===== config.mk =====
export PLATFORM = sky130hd
export DESIGN_NAME = fifo_queue_with_tag_count
export DESIGN_NICKNAME = d
export VERILOG_FILES = /design/src/sv/fqtc_pkg.sv /design/src/sv/fqtc_cell.sv /design/src/sv/fifo_queue_with_tag_count.sv
export SDC_FILE = /design/constraint.sdc
export NUM_CORES = 1
export LEC_CHECK = 0
export ABC_CLOCK_PERIOD_IN_PS = 7660
export BUFFER_PORTS_ARGS = -buffer_cell sky130_fd_sc_hd__buf_2
export CAP_MARGIN = 5
export CELL_PAD_IN_SITES_DETAIL_PLACEMENT = 1
export CELL_PAD_IN_SITES_GLOBAL_PLACEMENT = 2
export CORE_MARGIN = 2
export CORE_UTILIZATION = 45
export CTS_CLUSTER_SIZE = 8
export DETAILED_ROUTE_END_ITERATION = 8
export HOLD_SLACK_MARGIN = 0.15
export PLACE_DENSITY_LB_ADDON = 0.1
export SLEW_MARGIN = 5
export SYNTH_ARGS = -nofsm -noshare
export SYNTH_HDL_FRONTEND = slang
export SYNTH_SLANG_ARGS = --single-unit

===== constraint.sdc =====
create_clock -name clk -period 7.66 [get_ports clk]
set_input_delay 0.383 -clock clk [delete_from_list [all_inputs] [get_ports clk]]
set_output_delay 0.383 -clock clk [all_outputs]
set_load 0.01 [all_outputs]

===== src/sv/fqtc_pkg.sv =====
// Shared types and codes for the tagged FIFO queue.
package fqtc_pkg;

  localparam int DEPTH_DEF = 16;
  localparam int WORD_W    = 32;
  localparam int CNT_W     = 5;

  localparam logic [1:0] OP_PUSH  = 2'd0;
  localparam logic [1:0] OP_POP   = 2'd1;
  localparam logic [1:0] OP_COUNT = 2'd2;
  localparam logic [1:0] OP_CLEAR = 2'd3;

  localparam logic [1:0] ST_OK    = 2'd0;
  localparam logic [1:0] ST_EMPTY = 2'd1;
  localparam logic [1:0] ST_FULL  = 2'd2;

  typedef struct packed {
    logic [1:0]        operation;
    logic [WORD_W-1:0] data_word;
    logic [WORD_W-1:0] owner_tag;
  } cmd_t;

  typedef struct packed {
    logic [WORD_W-1:0] popped_data;
    logic [WORD_W-1:0] popped_tag;
    logic [CNT_W-1:0]  tag_matches;
    logic [1:0]        status;
    logic [CNT_W-1:0]  occupancy;
  } result_t;

  typedef struct packed {
    logic [WORD_W-1:0] data;
    logic [WORD_W-1:0] tag;
  } entry_t;

  typedef struct packed {
    logic shift;
    logic load;
  } cell_ctrl_t;

endpackage


===== src/sv/fqtc_cell.sv =====
// One storage cell of the queue chain: loads a new entry or takes its neighbour's.
module fqtc_cell (
  input  logic                clk,
  input  fqtc_pkg::cell_ctrl_t ctrl,
  input  fqtc_pkg::entry_t    nb,
  input  fqtc_pkg::entry_t    din,
  output fqtc_pkg::entry_t    q
);
  import fqtc_pkg::*;

  always_ff @(posedge clk) begin
    if (ctrl.load) begin
      q <= din;
    end else if (ctrl.shift) begin
      q <= nb;
    end
  end

endmodule


===== src/sv/fifo_queue_with_tag_count.sv =====
// Top level of the tagged FIFO queue: cell chain and its controller.
//
// Usage: drive cmd and raise start; the item is taken at a rising edge with
// start high and busy low. Each item gives exactly one result, shown on
// result for a single cycle with done high; the receiver cannot stall it.
// Entries sit in a chain of DEPTH cells, the oldest in cell 0. Push loads
// the cell at the fill position; pop returns cell 0 and shifts the chain
// down by one. For both, and for clear, the result appears the cycle
// after the item is taken and the next item may follow at once.
// Count rotates the whole ring once through the tag compare at cell 0
// with busy high, and its result appears when the rotation ends; the
// rotation leaves the entries in their old order. Reset empties the
// queue and drops any count in progress; cell contents are not cleared
// and are never visible before being written.
module fifo_queue_with_tag_count #(
  parameter int DEPTH = fqtc_pkg::DEPTH_DEF
) (
  input  logic              clk,
  input  logic              rst,
  input  logic              start,
  input  fqtc_pkg::cmd_t    cmd,
  output logic              busy,
  output logic              done,
  output fqtc_pkg::result_t result
);
  import fqtc_pkg::*;

  localparam int FW = $clog2(DEPTH + 1);
  localparam int IW = $clog2(DEPTH);
  localparam int XW = (FW > CNT_W) ? FW : CNT_W;

  typedef enum logic [1:0] {
    S_IDLE  = 2'b01,
    S_COUNT = 2'b10
  } state_t;

  state_t     state, state_next;
  logic [FW-1:0] fill, fill_next;
  logic [IW-1:0] step, step_next;
  logic [XW-1:0] acc, acc_next;
  logic [XW-1:0] fill_x;
  logic [WORD_W-1:0] tag_q;
  logic       done_next;
  result_t    result_next;
  logic       accept, is_full, is_empty, match, shift, push_ok;

  entry_t     cells [DEPTH];
  cell_ctrl_t ctrl [DEPTH];
  entry_t     new_entry;

  assign accept    = start && !busy;
  assign busy      = (state == S_COUNT);
  assign is_full   = (fill == FW'(DEPTH));
  assign is_empty  = (fill == '0);
  assign match     = (FW'(step) < fill) && (cells[0].tag == tag_q);
  assign new_entry = '{data: cmd.data_word, tag: cmd.owner_tag};
  assign fill_x    = XW'(fill_next);

  for (genvar i = 0; i < DEPTH; i++) begin : g_cell
    localparam int NB = (i + 1) % DEPTH;
    assign ctrl[i].shift = shift;
    assign ctrl[i].load  = push_ok && (fill == FW'(i));
    fqtc_cell u_cell (
      .clk  (clk),
      .ctrl (ctrl[i]),
      .nb   (cells[NB]),
      .din  (new_entry),
      .q    (cells[i])
    );
  end

  always_comb begin
    state_next  = state;
    fill_next   = fill;
    step_next   = step;
    acc_next    = acc;
    done_next   = 1'b0;
    shift       = 1'b0;
    push_ok     = 1'b0;
    result_next = '0;
    result_next.status = ST_OK;
    unique case (state)
      S_IDLE: begin
        if (accept) begin
          done_next = 1'b1;
          case (cmd.operation)
            OP_PUSH: begin
              if (is_full) begin
                result_next.status = ST_FULL;
              end else begin
                push_ok   = 1'b1;
                fill_next = fill + 1'b1;
              end
            end
            OP_POP: begin
              if (is_empty) begin
                result_next.status = ST_EMPTY;
              end else begin
                result_next.popped_data = cells[0].data;
                result_next.popped_tag  = cells[0].tag;
                shift     = 1'b1;
                fill_next = fill - 1'b1;
              end
            end
            OP_COUNT: begin
              done_next  = 1'b0;
              state_next = S_COUNT;
              step_next  = '0;
              acc_next   = '0;
            end
            default: begin
              fill_next = '0;
            end
          endcase
        end
      end
      S_COUNT: begin
        shift     = 1'b1;
        acc_next  = acc + XW'(match);
        step_next = step + 1'b1;
        if (step == IW'(DEPTH - 1)) begin
          state_next = S_IDLE;
          done_next  = 1'b1;
          result_next.tag_matches = acc_next[CNT_W-1:0];
        end
      end
      default: begin
        state_next = S_IDLE;
      end
    endcase
    result_next.occupancy = fill_x[CNT_W-1:0];
  end

  always_ff @(posedge clk) begin
    if (rst) begin
      state <= S_IDLE;
      fill  <= '0;
      done  <= 1'b0;
    end else begin
      state <= state_next;
      fill  <= fill_next;
      done  <= done_next;
    end
  end

  always_ff @(posedge clk) begin
    step   <= step_next;
    acc    <= acc_next;
    result <= result_next;
    if (accept) begin
      tag_q <= cmd.owner_tag;
    end
  end

  a_fill_range: assert property (@(posedge clk) disable iff (rst)
    fill <= FW'(DEPTH))
    else $error("fill count beyond depth");

  a_push_grows: assert property (@(posedge clk) disable iff (rst)
    (accept && cmd.operation == OP_PUSH && !is_full) |=> (fill == $past(fill) + 1'b1))
    else $error("accepted push did not grow the queue");

  a_count_busy: assert property (@(posedge clk) disable iff (rst)
    (accept && cmd.operation == OP_COUNT) |=> (busy && !done))
    else $error("count did not start its rotation");

  a_count_done: assert property (@(posedge clk) disable iff (rst)
    (!$past(rst) && $fell(busy)) |-> done)
    else $error("count rotation ended without a result");

  a_full_hold: assert property (@(posedge clk) disable iff (rst)
    (done && result.status == ST_FULL) |-> is_full)
    else $error("dropped push reported on a queue that is not full");

endmodule


# [Word-level counts from Yosys, hierarchy flattened]
# Cells that the tools add are included.
[classes] n_addsub=4 n_lt_le_gt_ge=1 n_eq_ne=25 n_mux=62 n_bitwise=3 n_reduce_logical=43
[op_table] operator="$mux 64" n=32
[op_table] operator="$eq 5x4->1 const B" n=8
[op_table] operator="$reduce_bool 2->1" n=17
[op_table] operator="$eq 32x32->1" n=1
[op_table] operator="$mux 5" n=6
[op_table] operator="$eq 5x3->1 const B" n=4
[op_table] operator="$logic_and 1x1->1" n=18
[op_table] operator="$pmux 5 s3" n=1
[op_table] operator="$mux 1" n=11
[op_table] operator="$eq 5x2->1 const B" n=2
[op_table] operator="$pmux 5 s2" n=1
[op_table] operator="$mux 2" n=4
[op_table] operator="$mux 4" n=2
[op_table] operator="$pmux 2 s2" n=2
[op_table] operator="$pmux 4 s2" n=1
[op_table] operator="$reduce_and 3->1" n=2
[op_table] operator="$add 5x1->5" n=1
[op_table] operator="$add 5x1->5 const B" n=1
[op_table] operator="$eq 5x1->1 const B" n=1
[op_table] operator="$eq 5x5->1 const B" n=1
[op_table] operator="$logic_not 5->1" n=1
[op_table] operator="$lt 4x5->1" n=1
[op_table] operator="$sub 5x1->5 const B" n=1
[op_table] operator="$add 4x1->4 const B" n=1
[op_table] operator="11 further kinds" n=18
[word_totals] ff_bits=1149 in_bits=69 out_inout_bits=78

# [Depth between registers and ports, before layout]
# Gate-level depths: netlist (run 1).
[logic_depth] depth_word=7 depth_mapped=11 ltp_nobuf=11

# [Hierarchy]
# A second synthesis (run 1) with hierarchy kept.
[hier_totals] hier_cells=2572 hier_area_um2=51209.1
[by_module_without_submodules] mod="fqtc_cell" n_inst=16 cells_per_inst=136 area_per_inst_um2=2905.3 seq_area_each_um2=1921.8
[by_module_without_submodules] mod="fifo_queue_with_tag_count" n_inst=1 cells_per_inst=396 area_per_inst_um2=4724.5 seq_area_each_um2=2912.8

# [Worst setup path before layout (run 1)]
# No wires, ideal clock.
[synth_timing] kind="reg-to-reg" start="register state[0]" end="register g_cell[12].u_cell.q[0] (netlist name), enable pin" setup_time_ns=0.433 arrival_time_ns=3.384 required_ns=7.227 slack_ns=3.843 stages_incl_launch_ff=9 n_path_buf=2 synth_period_minus_slack_ns=3.817 path_cell_list="dfxtp_1 -> inv_1 -> ha_1 -> nand3b_1 -> nor4b_2 -> and3_1 -> buf_2 -> buf_4 -> nand2b_1"
[synth_via] elab_chain_len=7
[synth_lines] item="start, declared" line="fifo_queue_with_tag_count.sv:37" source="state_t state, state_next;"
[synth_lines] item="start signal, assigned" line="fifo_queue_with_tag_count.sv:140" source="state <= state_next;"
[synth_lines] item="$eq 2x2->1 *" line="fifo_queue_with_tag_count.sv:52" source="assign busy = (state == S_COUNT);"
[synth_lines] item="named net busy" line="fifo_queue_with_tag_count.sv:22" source="output logic busy,"
[synth_lines] item="$logic_not 1->1" line="fifo_queue_with_tag_count.sv:51" source="assign accept = start && !busy;"
[synth_lines] item="$logic_and 1x1->1" line="fifo_queue_with_tag_count.sv:51"
[synth_lines] item="$mux 1" line="fifo_queue_with_tag_count.sv:84" source="if (accept) begin"
[synth_lines] item="$mux 1" line="fifo_queue_with_tag_count.sv:82" source="unique case (state)"
[synth_lines] item="$logic_and 1x1->1" line="fifo_queue_with_tag_count.sv:62" source="assign ctrl[i].load = push_ok && (fill == FW'(i));"
[synth_lines] item="$reduce_bool 2->1 (no line) *"
[synth_lines] item="end signal, assigned" line="fqtc_cell.sv:13" source="q <= din;"
[synth_lines] item="end signal, assigned" line="fqtc_cell.sv:15" source="q <= nb;"
[synth_lines] item="end, declared" line="fqtc_cell.sv:7" source="output fqtc_pkg::entry_t q"
# Mark *: on every way through the listed nets, which the timed path passes. The rest lies on a longest branch.
# A chain may end at the register's enable or synchronous reset.

# [Worst setup path in the final report (run 1)]
[layout_timing] start="register state[0]" end="register g_cell[5].u_cell.q[59] (netlist name), enable pin"
[layout_via] elab_chain_len=7
[layout_lines] item="$eq 2x2->1" line="fifo_queue_with_tag_count.sv:52, fifo_queue_with_tag_count.sv:82"
[layout_lines] item="$logic_not 1->1" line="fifo_queue_with_tag_count.sv:51"
[layout_lines] item="$logic_and 1x1->1" line="fifo_queue_with_tag_count.sv:51"
[layout_lines] item="$mux 1" line="fifo_queue_with_tag_count.sv:84"
[layout_lines] item="$mux 1" line="fifo_queue_with_tag_count.sv:82"
[layout_lines] item="$logic_and 1x1->1" line="fifo_queue_with_tag_count.sv:62"
[layout_lines] item="$reduce_bool 2->1 (no line) *"
[layout_lines] item="end signal, assigned" line="fqtc_cell.sv:13"
[layout_lines] item="end signal, assigned" line="fqtc_cell.sv:15"
[layout_lines] item="end, declared" line="fqtc_cell.sv:7"
# Mark *: on every way between the ends. The rest lies on a longest branch, timed or not.

==> results of run 1 <==
metrics by stage:
stage          area [um^2]  setup slack (ps)  total power, mW  hold slack, ps
2_1_floorplan        48000              3840             7.36             442
3_3_place_gp         49900              2680             7.57             461
3_5_place_dp         49900              2540             7.58             462
4_1_cts              54800              2550             14.1             150
5_1_grt              54800              2580             14.4             208
6_report             54800              2970             14.0             194
registers in the layout, indices dropped and copies added, names as in the netlist:
name,flops
state,2
result,76
step,4
acc,5
g_cell.u_cell.q,1024
done,1
tag_q,32
fill,5
worst max-delay path, cell delays in order, from the launching register on:
cell and delay (ps):
dfxtp_1 360, inv_1 60, ha_1 390, nand3b_1 600, nor4_2 860, nand2_4 780, nand2_4 1110
cells by family (layout without fill, tap and decap cells):
family	Yosys count	in the layout
AO/OA/AOI/OAI	31	31
XOR/XNOR	37	37
adder cells (fa/ha/maj)	14	14
buffers and inverters	202	478
flip-flops	1149	1149
multiplexers	1024	1024
other	0	1
AND/OR/NAND/NOR	175	175
how the worst max path moves through the flow:
stage,slack (ps),start,to
3_3_place_gp,2680,state[0],g_cell[2].u_cell.q[39]
5_1_grt,2580,state[0],g_cell[14].u_cell.q[5]
6_report,2970,state[0],g_cell[5].u_cell.q[59]
3_5_place_dp,2540,state[0],g_cell[2].u_cell.q[40]
4_1_cts,2550,state[0],g_cell[3].u_cell.q[0]
2_1_floorplan,3840,state[0],g_cell[12].u_cell.q[0]
synthesized netlist by cell type, types with 2 or more instances:
master,n
clkbuf_1,89
a22o_1,2
buf_2,72
nand2_1,22
nand2b_1,6
xnor2_1,33
xor2_1,4
nor2_1,11
a31oi_1,2
inv_1,8
nor3_1,8
nor4b_2,2
nand3b_1,2
nand4_1,12
nor2b_1,11
ha_1,14
and3_1,5
dfxtp_1,84
nor3b_1,2
o21ai_0,5
buf_4,16
nand3_1,11
mux2_1,46
a221oi_1,2
edfxtp_1,1065
buf_6,15
mux2_2,978
a211oi_1,4
nor4_1,2
and2_1,72
a21oi_1,3
power groups by stage:
stage	sequential, mW	clock, mW	combinational [mW]
4_1_cts	7.02	6.66	0.461
5_1_grt	7.02	6.89	0.491
2_1_floorplan	7.12	0	0.244
3_3_place_gp	7.14	0	0.431
6_report	7.02	6.51	0.449
3_5_place_dp	7.14	0	0.443
area by class of cell:
cell class	instances	share of cell area
Multi-Input combinational cell	1281	0.247
Sequential cell	1149	0.614
Inverter	8	0.000548
Tap cell	1391	0.0317
Clock inverter	6	0.00110
Timing Repair Buffer	208	0.0241
Clock buffer	256	0.0812
Antenna cell	1	0.0000456
metal layers:
layer | global-route usage | vias up | wire (um)
met5 | 0 | - | 0
met4 | 0.0648 | 0 | 2500
met3 | 0.0347 | 168 | 4200
met2 | 0.354 | 448 | 55600
met1 | 0.294 | 12700 | 52600
li1 | - | 10600 | -
==> qor.log, run 1 <==
[yosys] share of the synthesized netlist area taken by xor and xnor gates 0.00675
[timing] Tightest Pin Transition 1260 ps
[pwr] switching part of the total power 0.211
[cells_and_area] commonest non-fill, non-tap cells in the layout edfxtp_1, mux2_2, clkbuf_16
[cells_and_area] final core utilization 0.519
[critical_path] data arrival at the endpoint of the critical path 5030 ps
[yosys] flip-flop cell with the highest count after synthesis edfxtp_1
[floorplanning] vertical extent of the die 331 um
[critical_path] nature of the critical path startpoint register
[cells_and_area] Sequential cell area 0.0337 mm^2
[yosys] EDFF count, synth 1065
[detailed_routing] remaining number of nets flagged by the antenna check after routing 0
[clocking] Clock Tree Buf Depth 3
[timing] Final Hold Fails 0
[clocking] Root Driver clkbuf_16
[yosys] combinational family with the most area after synthesis multiplexers
[yosys] share of synthesized flip-flops with an asynchronous set or reset 0
[global_route] wire length of the first global-routing pass 173000 um
[detailed_routing] total detailed-routing wirelength 115000 um
[pwr] leakage power 18.5 nW
[critical_path] critical register-to-register path endpoint g_cell[5].u_cell.q[59]
[clocking] hold-fix buffers at CTS 37
[clocking] TritonCTS Buffers 161
[yosys] cell count after synthesis 2632
[yosys] summed instance area of the synthesized netlist 0.0480 mm^2
[critical_path] worst reg-to-reg setup slack 2970 ps
[floorplanning] die outline area 0.109 mm^2
[timing] post-layout minimum cycle time 4690 ps
[cells_and_area] most common library cell in the layout ignoring fill and taps edfxtp_1
[placement] final estimated routing congestion in global placement 0.745
[yosys] Synth cell types 55
[yosys] register bit total from synthesis 1149
[flow_run] number of max-cap violations 0
[detailed_routing] post-detailed-route wirelength per cell 26.7 um
[yosys] synthesized-area fraction occupied by adder cells 0.00365
[yosys] Synth Area in Simple Gates 0.0217
[yosys] sequential area share after synthesis 0.702
[global_route] vias in the first global route 26400
[timing] RSZ-0062 raised after global routing no
[placement] Post-DP HPWL 62000 um
[critical_path] required arrival time at the worst endpoint 8000 ps
[cells_and_area] # fillers 9523
[pwr] Internal 11.0 mW
[detailed_routing] via count 23800
[clocking] worst skew pair latency 740 ps
[pwr] highest ir drop seen on vdd 225 uV
[yosys] proportion of synthesized area in mux cells 0.240
[run_status] outcome finished, final reports clean
[clocking] deepest level of the CTS H-tree 4
[pwr] part of the power in the clock network 0.466
[timing] Setup Total Neg Slack 0 ps
[placement] number of placed instances, taps included 3998
[clocking] clock tree from TritonCTS done
[critical_path] Setup Crit Path Kind register to register
[yosys] dominant cells by area after synthesis edfxtp_1, mux2_2, dfxtp_1
[critical_path] kind of end point of the critical path register
[cells_and_area] area of the multi-input gates 0.0136 mm^2
[detailed_routing] remaining design rule violation count 0
[clocking] post-cts gate resize count 0
[yosys] Avg Cell Area, Syn 18.2 um^2
[critical_path] biggest fanout along the worst timing path 65
[clocking] TritonCTS Sinks 1149
[floorplanning] initial core utilization 0.455
[min_path] beginning of the worst hold path cmd[33]
[cells_and_area] number of standard cells in the final layout excluding fillers 4300
[yosys] leading area contributor after synthesis edfxtp_1
[clocking] Post-CTS Setup Inserts 0
[global_route] initial antenna violation count 1
[detailed_routing] 1st-iter DRT viols 1448
[detailed_routing] Pre-Repair DR Iteration Count 5
[min_path] worst hold path stage count 2
[cells_and_area] number of nets in the layout 2892
[global_route] GRT Residual Overflow 0
[pwr] part of the power in combinational logic 0.032
[pwr] Reg power frac 0.502
[min_path] endpoint with the worst hold slack g_cell[1].u_cell.q[33]
[cells_and_area] proportion of layout cells with a drive suffix above 1 0.467
[timing] Worst slew margin 0.160
[floorplanning] number of top-level pins 147
[critical_path] depth of the worst register-to-register path 6
[timing] highest clock rate 213 MHz
[pwr] power density over cell area 255 mW/mm^2
[timing] fin. max-slew vios 0
[floorplanning] floorplan core area 0.106 mm^2
[yosys] fraction of synthesized cell area taken by the top area cell type 0.667
[floorplanning] Placement Rows 119
[placement] number of I/O port buffers 146
[global_route] global routing usage summed across all routing layers 0.215
[timing] worst clock skew 21.4 ps
[clocking] clock transition at the registers of the reported paths 50 ps
[cells_and_area] synthesis-to-finish area growth 14.3%
[detailed_routing] via density per instance 5.54
[yosys] complex-gate fraction of the synthesized area 0.00467
[timing] number of failing setup endpoints in the final timing report 0
[min_path] type of the most critical hold path input port to register
[yosys] syn_nets 2715
[yosys] total of warnings raised by yosys 0
[timing] share of the cycle needed by the critical path after routing 0.612
[floorplanning] Die Width 331 um
[critical_path] worst r2r src state[0]
[pwr] net switching power 2.94 mW
[global_route] largest net degree at the start of global routing 68
Note: power is estimated with default switching activity, not from simulation.
==> run 2: changes to the inputs <==
--- a/config.mk
+++ b/config.mk
@@ -5,13 +5,13 @@
 export SDC_FILE = /design/constraint.sdc
 export NUM_CORES = 1
 export LEC_CHECK = 0
-export ABC_CLOCK_PERIOD_IN_PS = 7660
+export ABC_CLOCK_PERIOD_IN_PS = 4080
 export BUFFER_PORTS_ARGS = -buffer_cell sky130_fd_sc_hd__buf_2
 export CAP_MARGIN = 5
 export CELL_PAD_IN_SITES_DETAIL_PLACEMENT = 1
 export CELL_PAD_IN_SITES_GLOBAL_PLACEMENT = 2
 export CORE_MARGIN = 2
-export CORE_UTILIZATION = 45
+export CORE_UTILIZATION = 43
 export CTS_CLUSTER_SIZE = 8
 export DETAILED_ROUTE_END_ITERATION = 8
 export HOLD_SLACK_MARGIN = 0.15
==> constraint.sdc (replaced) <==
create_clock -name clk -period 4.08 [get_ports clk]
set_input_delay 0.204 -clock clk [delete_from_list [all_inputs] [get_ports clk]]
set_output_delay 0.204 -clock clk [all_outputs]
set_load 0.01 [all_outputs]
==> qor.log, run 2 (same netlist as run 1, synthesis figures left out) <==
[run_status] outcome finished, final reports clean
[critical_path] number of gates on the worst path with buffers counted 8
[cells_and_area] proportion of layout cells with a drive suffix above 1 0.470
[placement] number of I/O port buffers 146
[floorplanning] floorplan core area 0.111 mm^2
[floorplanning] vertical extent of the die 338 um
[clocking] TritonCTS Sinks 1149
[timing] share of the cycle needed by the critical path after routing 0.844
[critical_path] required arrival time at the worst endpoint 4560 ps
[clocking] Root Driver clkbuf_16
[global_route] vias in the first global route 26600
[detailed_routing] via density per instance 5.43
[detailed_routing] total detailed-routing wirelength 121000 um
[critical_path] kind of end point of the critical path register
[critical_path] Setup Crit Path Kind register to register
[flow_run] number of max-cap violations 0
[timing] highest clock rate 290 MHz
[pwr] highest ir drop seen on vdd 347 uV
[timing] number of failing setup endpoints in the final timing report 0
[placement] Post-DP HPWL 68200 um
[global_route] global routing usage summed across all routing layers 0.216
[cells_and_area] commonest non-fill, non-tap cells in the layout edfxtp_1, mux2_2, clkbuf_16
[min_path] worst hold path stage count 3
[floorplanning] Die Width 338 um
[clocking] deepest level of the CTS H-tree 4
[critical_path] maximum cell stage delay along the critical path 570 ps
[critical_path] CP dominant cell by count buf_4
[clocking] TritonCTS Buffers 161
[pwr] power density over cell area 473 mW/mm^2
[cells_and_area] number of nets in the layout 2968
[cells_and_area] final core utilization 0.506
[floorplanning] die outline area 0.114 mm^2
[critical_path] count of buffering cells on the critical path with inverters included 3
[global_route] wire length of the first global-routing pass 180000 um
[global_route] initial antenna violation count 4
[timing] post-layout minimum cycle time 3440 ps
[timing] Tightest Pin Transition 960 ps
[timing] worst slack on hold paths 319 ps
[detailed_routing] Pre-Repair DR Iteration Count 5
[timing] RSZ-0062 raised after global routing no
[cells_and_area] synthesis-to-finish area growth 16.7%
[global_route] GRT Residual Overflow 0
[clocking] worst skew pair latency 750 ps
[critical_path] data arrival at the endpoint of the critical path 3920 ps
[clocking] Clock Tree Buf Depth 3
[timing] fin. max-slew vios 0
[cells_and_area] Reg with most FFs g_cell.u_cell.q
[critical_path] CP top delay family simple AND/OR/NAND/NOR gates
[clocking] clock tree from TritonCTS done
[critical_path] biggest fanout along the worst timing path 36
[global_route] largest net degree at the start of global routing 67
[pwr] leakage power 19.0 nW
[cells_and_area] largest registers in the final layout g_cell.u_cell.q: 1024 flops, result: 76 flops, tag_q: 32 flops
[detailed_routing] remaining number of nets flagged by the antenna check after routing 0
[detailed_routing] post-detailed-route wirelength per cell 26.9 um
[critical_path] depth of the worst register-to-register path 8
[timing] Worst slew margin 0.360
[placement] final estimated routing congestion in global placement 0.753
[timing] Final Hold Fails 0
[timing] worst clock skew 26.4 ps
[floorplanning] initial core utilization 0.434
[critical_path] nature of the critical path startpoint register
[critical_path] Slowest-stage cell, CP buf_4
[clocking] clock transition at the registers of the reported paths 60 ps
[detailed_routing] via count 24300
[critical_path] Critical Path, Cell by Cell inv_1, ha_1, nand3b_1, buf_4, nor4b_2, and3_4, buf_4, mux2_2
[pwr] power after layout 26.5 mW
[detailed_routing] remaining design rule violation count 0
[cells_and_area] most common library cell in the layout ignoring fill and taps edfxtp_1
[timing] Setup Total Neg Slack 0 ps
[clocking] Post-CTS Setup Inserts 0
[floorplanning] Placement Rows 122
[min_path] type of the most critical hold path input port to register
[cells_and_area] max FFs per register 1024
[detailed_routing] 1st-iter DRT viols 1638
[floorplanning] number of top-level pins 147
==> run 2: cell count changes in the layout (fill, tap and decap cells not counted), sizes merged <==
cell         change
clkinv           +4
dlygate4sd3     +34
buf             +42
clkbuf           +3
==> run 2: worst paths after layout <==
path	startpoint	to	slack, ps
setup reg to reg	state[0]	g_cell[4].u_cell.q[61]	640
hold reg to reg	g_cell[0].u_cell.q[59]	result[71]	480
hold / removal	rst	fill[4]	320
setup / recovery	state[0]	g_cell[4].u_cell.q[61]	640
==> run 2: per-layer routing <==
| metal | global-route usage | up-vias | wire length (um) |
|---|---|---|---|
| li1 | - | 10700 | - |
| met2 | 0.357 | 479 | 59200 |
| met4 | 0.0600 | 0 | 2450 |
| met5 | 0 | - | 0 |
| met3 | 0.0394 | 165 | 4700 |
| met1 | 0.294 | 13000 | 54200 |
==> run 2: final cells by class <==
class,count,area (um^2)
Fill cell,10100,54700
Sequential cell,1149,33700
Multi-Input combinational cell,1281,13600
Clock buffer,259,4500
Timing Repair Buffer,284,2240
Tap cell,1488,1860
Clock inverter,10,136
Inverter,8,30.0
Antenna cell,1,2.50
==> run 2: repair_timing <==
| item | CTS | global route |
|---|---|---|
| gates resized for setup | 0 | 0 |
| endpoints found under the setup margin | 0 | 0 |
| endpoints found under the hold margin | 1046 | 0 |
| hold buffers | 71 | 0 |
==> run 2: metrics by stage <==
stage | instances | worst slack (ps) | area (um^2)
after floorplan | 2632 | 263 | 48000
after global placement | 4139 | 738 | 50600
after detailed placement | 4139 | 698 | 50600
after CTS | 4479 | 665 | 56000
after global routing | 4479 | 496 | 56000
final | 4480 | 637 | 56000
==> run 2: power breakdown <==
| group | leakage [nW] | total (mW) | internal [mW] | switching (mW) |
|---|---|---|---|---|
| sequential | 10.3 | 13.2 | 13.1 | 0.105 |
| clock | 2.22 | 12.4 | 7.48 | 4.95 |
| combinational | 6.49 | 0.900 | 0.325 | 0.575 |
==> run 2: worst register-to-register path, stage by stage, from the launching register on <==
cell      delay (ps)
dfxtp_1          370
inv_1             70
ha_1             210
nand3b_1         370
buf_4            290
nor4b_2          530
and3_4           280
buf_4            570
mux2_2           490
==> run 3: changes to the inputs <==
--- a/config.mk
+++ b/config.mk
@@ -5,13 +5,14 @@
 export SDC_FILE = /design/constraint.sdc
 export NUM_CORES = 1
 export LEC_CHECK = 0
-export ABC_CLOCK_PERIOD_IN_PS = 4080
+export ABC_AREA = 1
+export ABC_CLOCK_PERIOD_IN_PS = 3000
 export BUFFER_PORTS_ARGS = -buffer_cell sky130_fd_sc_hd__buf_2
 export CAP_MARGIN = 5
 export CELL_PAD_IN_SITES_DETAIL_PLACEMENT = 1
 export CELL_PAD_IN_SITES_GLOBAL_PLACEMENT = 2
 export CORE_MARGIN = 2
-export CORE_UTILIZATION = 43
+export CORE_UTILIZATION = 39
 export CTS_CLUSTER_SIZE = 8
 export DETAILED_ROUTE_END_ITERATION = 8
 export HOLD_SLACK_MARGIN = 0.15
==> constraint.sdc (replaced) <==
create_clock -name clk -period 3 [get_ports clk]
set_input_delay 0.15 -clock clk [delete_from_list [all_inputs] [get_ports clk]]
set_output_delay 0.15 -clock clk [all_outputs]
set_load 0.01 [all_outputs]
==> qor.log, run 3 <==
[min_path] type of the most critical hold path input port to register
[placement] final estimated routing congestion in global placement 0.729
[cells_and_area] commonest non-fill, non-tap cells in the layout nand2_1, edfxtp_1, o21ai_1
[critical_path] Setup Crit Path Kind register to register
[yosys] dominant cells by area after synthesis edfxtp_1, nand2_1, o21ai_1
[critical_path] biggest fanout along the worst timing path 69
[timing] worst slack on hold paths 230 ps
[floorplanning] Placement Rows 127
[yosys] syn_nets 4059
[clocking] worst skew pair latency 770 ps
[run_status] outcome finished, final reports clean
[detailed_routing] remaining number of nets flagged by the antenna check after routing 0
[placement] number of I/O port buffers 146
[global_route] met2 track demand over resource 0.309
[floorplanning] initial core utilization 0.392
[global_route] wire length of the first global-routing pass 191000 um
[timing] Tightest Pin Transition 780 ps
[floorplanning] number of top-level pins 147
[global_route] grt met1 use 0.300
[detailed_routing] total detailed-routing wirelength 121000 um
[clocking] clock transition at the registers of the reported paths 50 ps
[yosys] flip-flop cell with the highest count after synthesis edfxtp_1
[placement] dpl cell area 0.0492 mm^2
[timing] Setup Total Neg Slack 0 ps
[detailed_routing] via density per instance 5.06
[timing] Final Hold Fails 0
[yosys] sequential area share after synthesis 0.718
[cells_and_area] Reg with most FFs g_cell.u_cell.q
[global_route] global routing usage summed across all routing layers 0.203
[timing] highest clock rate 358 MHz
[yosys] total of warnings raised by yosys 0
[clocking] TritonCTS Buffers 161
[timing] fin. max-slew vios 0
[floorplanning] floorplan core area 0.120 mm^2
[cells_and_area] antenna fix cells 0
[timing] RSZ-0062 raised after global routing no
[yosys] fraction of synthesized cell area taken by the top area cell type 0.682
[global_route] met3 track demand over resource 0.0341
[critical_path] data arrival at the endpoint of the critical path 3210 ps
[cells_and_area] number of nets in the layout 4264
[timing] worst clock skew 21.9 ps
[detailed_routing] post-detailed-route wirelength per cell 20.6 um
[timing] post-layout minimum cycle time 2790 ps
[pwr] leakage power 21.4 nW
[yosys] summed instance area of the synthesized netlist 0.0469 mm^2
[yosys] cell count after synthesis 3976
[timing] Worst slew margin 0.478
[detailed_routing] via count 29800
[yosys] EDFF count, synth 1065
[timing] share of the cycle needed by the critical path after routing 0.931
[cells_and_area] final core utilization 0.459
[placement] Post-DP HPWL 71300 um
[pwr] highest ir drop seen on vdd 598 uV
[yosys] share of synthesized flip-flops with an asynchronous set or reset 0
[cells_and_area] largest registers in the final layout g_cell.u_cell.q: 1024 flops, result: 76 flops, tag_q: 32 flops
[timing] number of failing setup endpoints in the final timing report 0
[yosys] ranking of synthesized cells by instance count nand2_1, edfxtp_1, o21ai_1
[flow_run] number of max-cap violations 0
[cells_and_area] proportion of layout cells with a drive suffix above 1 0.112
[clocking] TritonCTS Sinks 1149
[critical_path] kind of end point of the critical path register
[yosys] Avg Cell Area, Syn 11.8 um^2
[yosys] Synth cell types 32
[detailed_routing] remaining design rule violation count 0
[critical_path] required arrival time at the worst endpoint 3420 ps
[clocking] Clock Tree Buf Depth 3
[cells_and_area] Post-Layout Inst Area 0.0549 mm^2
[detailed_routing] 1st-iter DRT viols 2056
[global_route] GRT Max-Usage Layer met2
[clocking] Root Driver clkbuf_16
[clocking] Post-CTS Setup Inserts 0
[yosys] register bit total from synthesis 1149
[global_route] initial antenna violation count 3
[critical_path] nature of the critical path startpoint register
[clocking] clock tree from TritonCTS done
[yosys] most common cell in the netlist nand2_1
[cells_and_area] synthesis-to-finish area growth 17.1%
[yosys] leading area contributor after synthesis edfxtp_1
[cells_and_area] most common library cell in the layout ignoring fill and taps nand2_1
[clocking] deepest level of the CTS H-tree 4
[floorplanning] die outline area 0.123 mm^2
[global_route] GRT Residual Overflow 0
[pwr] power density over cell area 742 mW/mm^2
[global_route] vias in the first global route 30600
[pwr] power after layout 40.7 mW
[global_route] largest net degree at the start of global routing 81
[cells_and_area] max FFs per register 1024
[floorplanning] Die Width 351 um
[floorplanning] vertical extent of the die 351 um
[detailed_routing] Pre-Repair DR Iteration Count 5
-- run 3: critical path: stages, from the launching register on --
cell,delay [ps]
dfxtp_1,350
inv_1,60
ha_1,240
inv_4,80
nand2_4,50
nor2_4,160
nand3_2,120
clkinv_2,310
nand4_1,320
buf_12,290
nand2_4,120
buf_12,250
-- run 3: kinds of logic (layout without fill, tap and decap cells) --
logic type	after synthesis	in the layout	share of synthesized area
XOR/XNOR	28	28	0.00523
flip-flops	1149	1149	0.718
buffers and inverters	467	768	0.0531
adder cells (fa/ha/maj)	14	14	0.00374
AND/OR/NAND/NOR	1279	1279	0.107
AO/OA/AOI/OAI	1039	1039	0.113
-- run 3: final cells by class --
type / count / area, um^2
tap: 1612 / 2020
fill: 12500 / 64800
clock inverter: 10 / 135
inverter: 165 / 623
clock buffer: 249 / 4480
sequential: 1149 / 33700
multi-input combinational: 2360 / 10900
timing repair buffer: 344 / 3090
-- run 3: per-stage QoR --
step	std cells	setup slack, ps
2_1_floorplan	3976	-503
3_3_place_gp	5526	-42.4
3_5_place_dp	5526	-65.2
4_1_cts	5889	97.0
5_1_grt	5889	37.4
6_report	5889	208
-- run 3: metal layers --
metal / vias up / share of wire
met1: 14900 / 0.50
li1: 14300 / -
met3: 155 / 0.037
met5: - / 0
met2: 491 / 0.45
met4: 0 / 0.017
-- run 3: timing repair --
| item | 4_1_cts | 5_1_grt |
|---|---|---|
| cloned | 0 | 0 |
| resized for setup | 1 | 2 |
| setup endpoints to repair | 1 | 196 |
| hold buffers | 104 | 0 |
| endpoints found under the hold margin | 1068 | 0 |
-- run 3: where the power goes --
part	internal, mW	switching (mW)	total, mW	leakage, nW
Combinational	1.14	2.64	3.78	8.89
Sequential	19.5	0.477	19.9	10.3
Clock	10.1	6.84	17.0	2.21
Total	30.8	9.96	40.7	21.4
-- run 3: worst paths after layout --
kind                                from                endpoint  slack (ps)  cells past startpoint
setup reg to reg                state[0]  g_cell[2].u_cell.q[34]         210                     11
setup / recovery                state[0]  g_cell[2].u_cell.q[34]         210                     11
hold reg to reg   g_cell[0].u_cell.q[52]              result[64]         500                      2
hold / removal                       rst                 fill[3]         230                      3
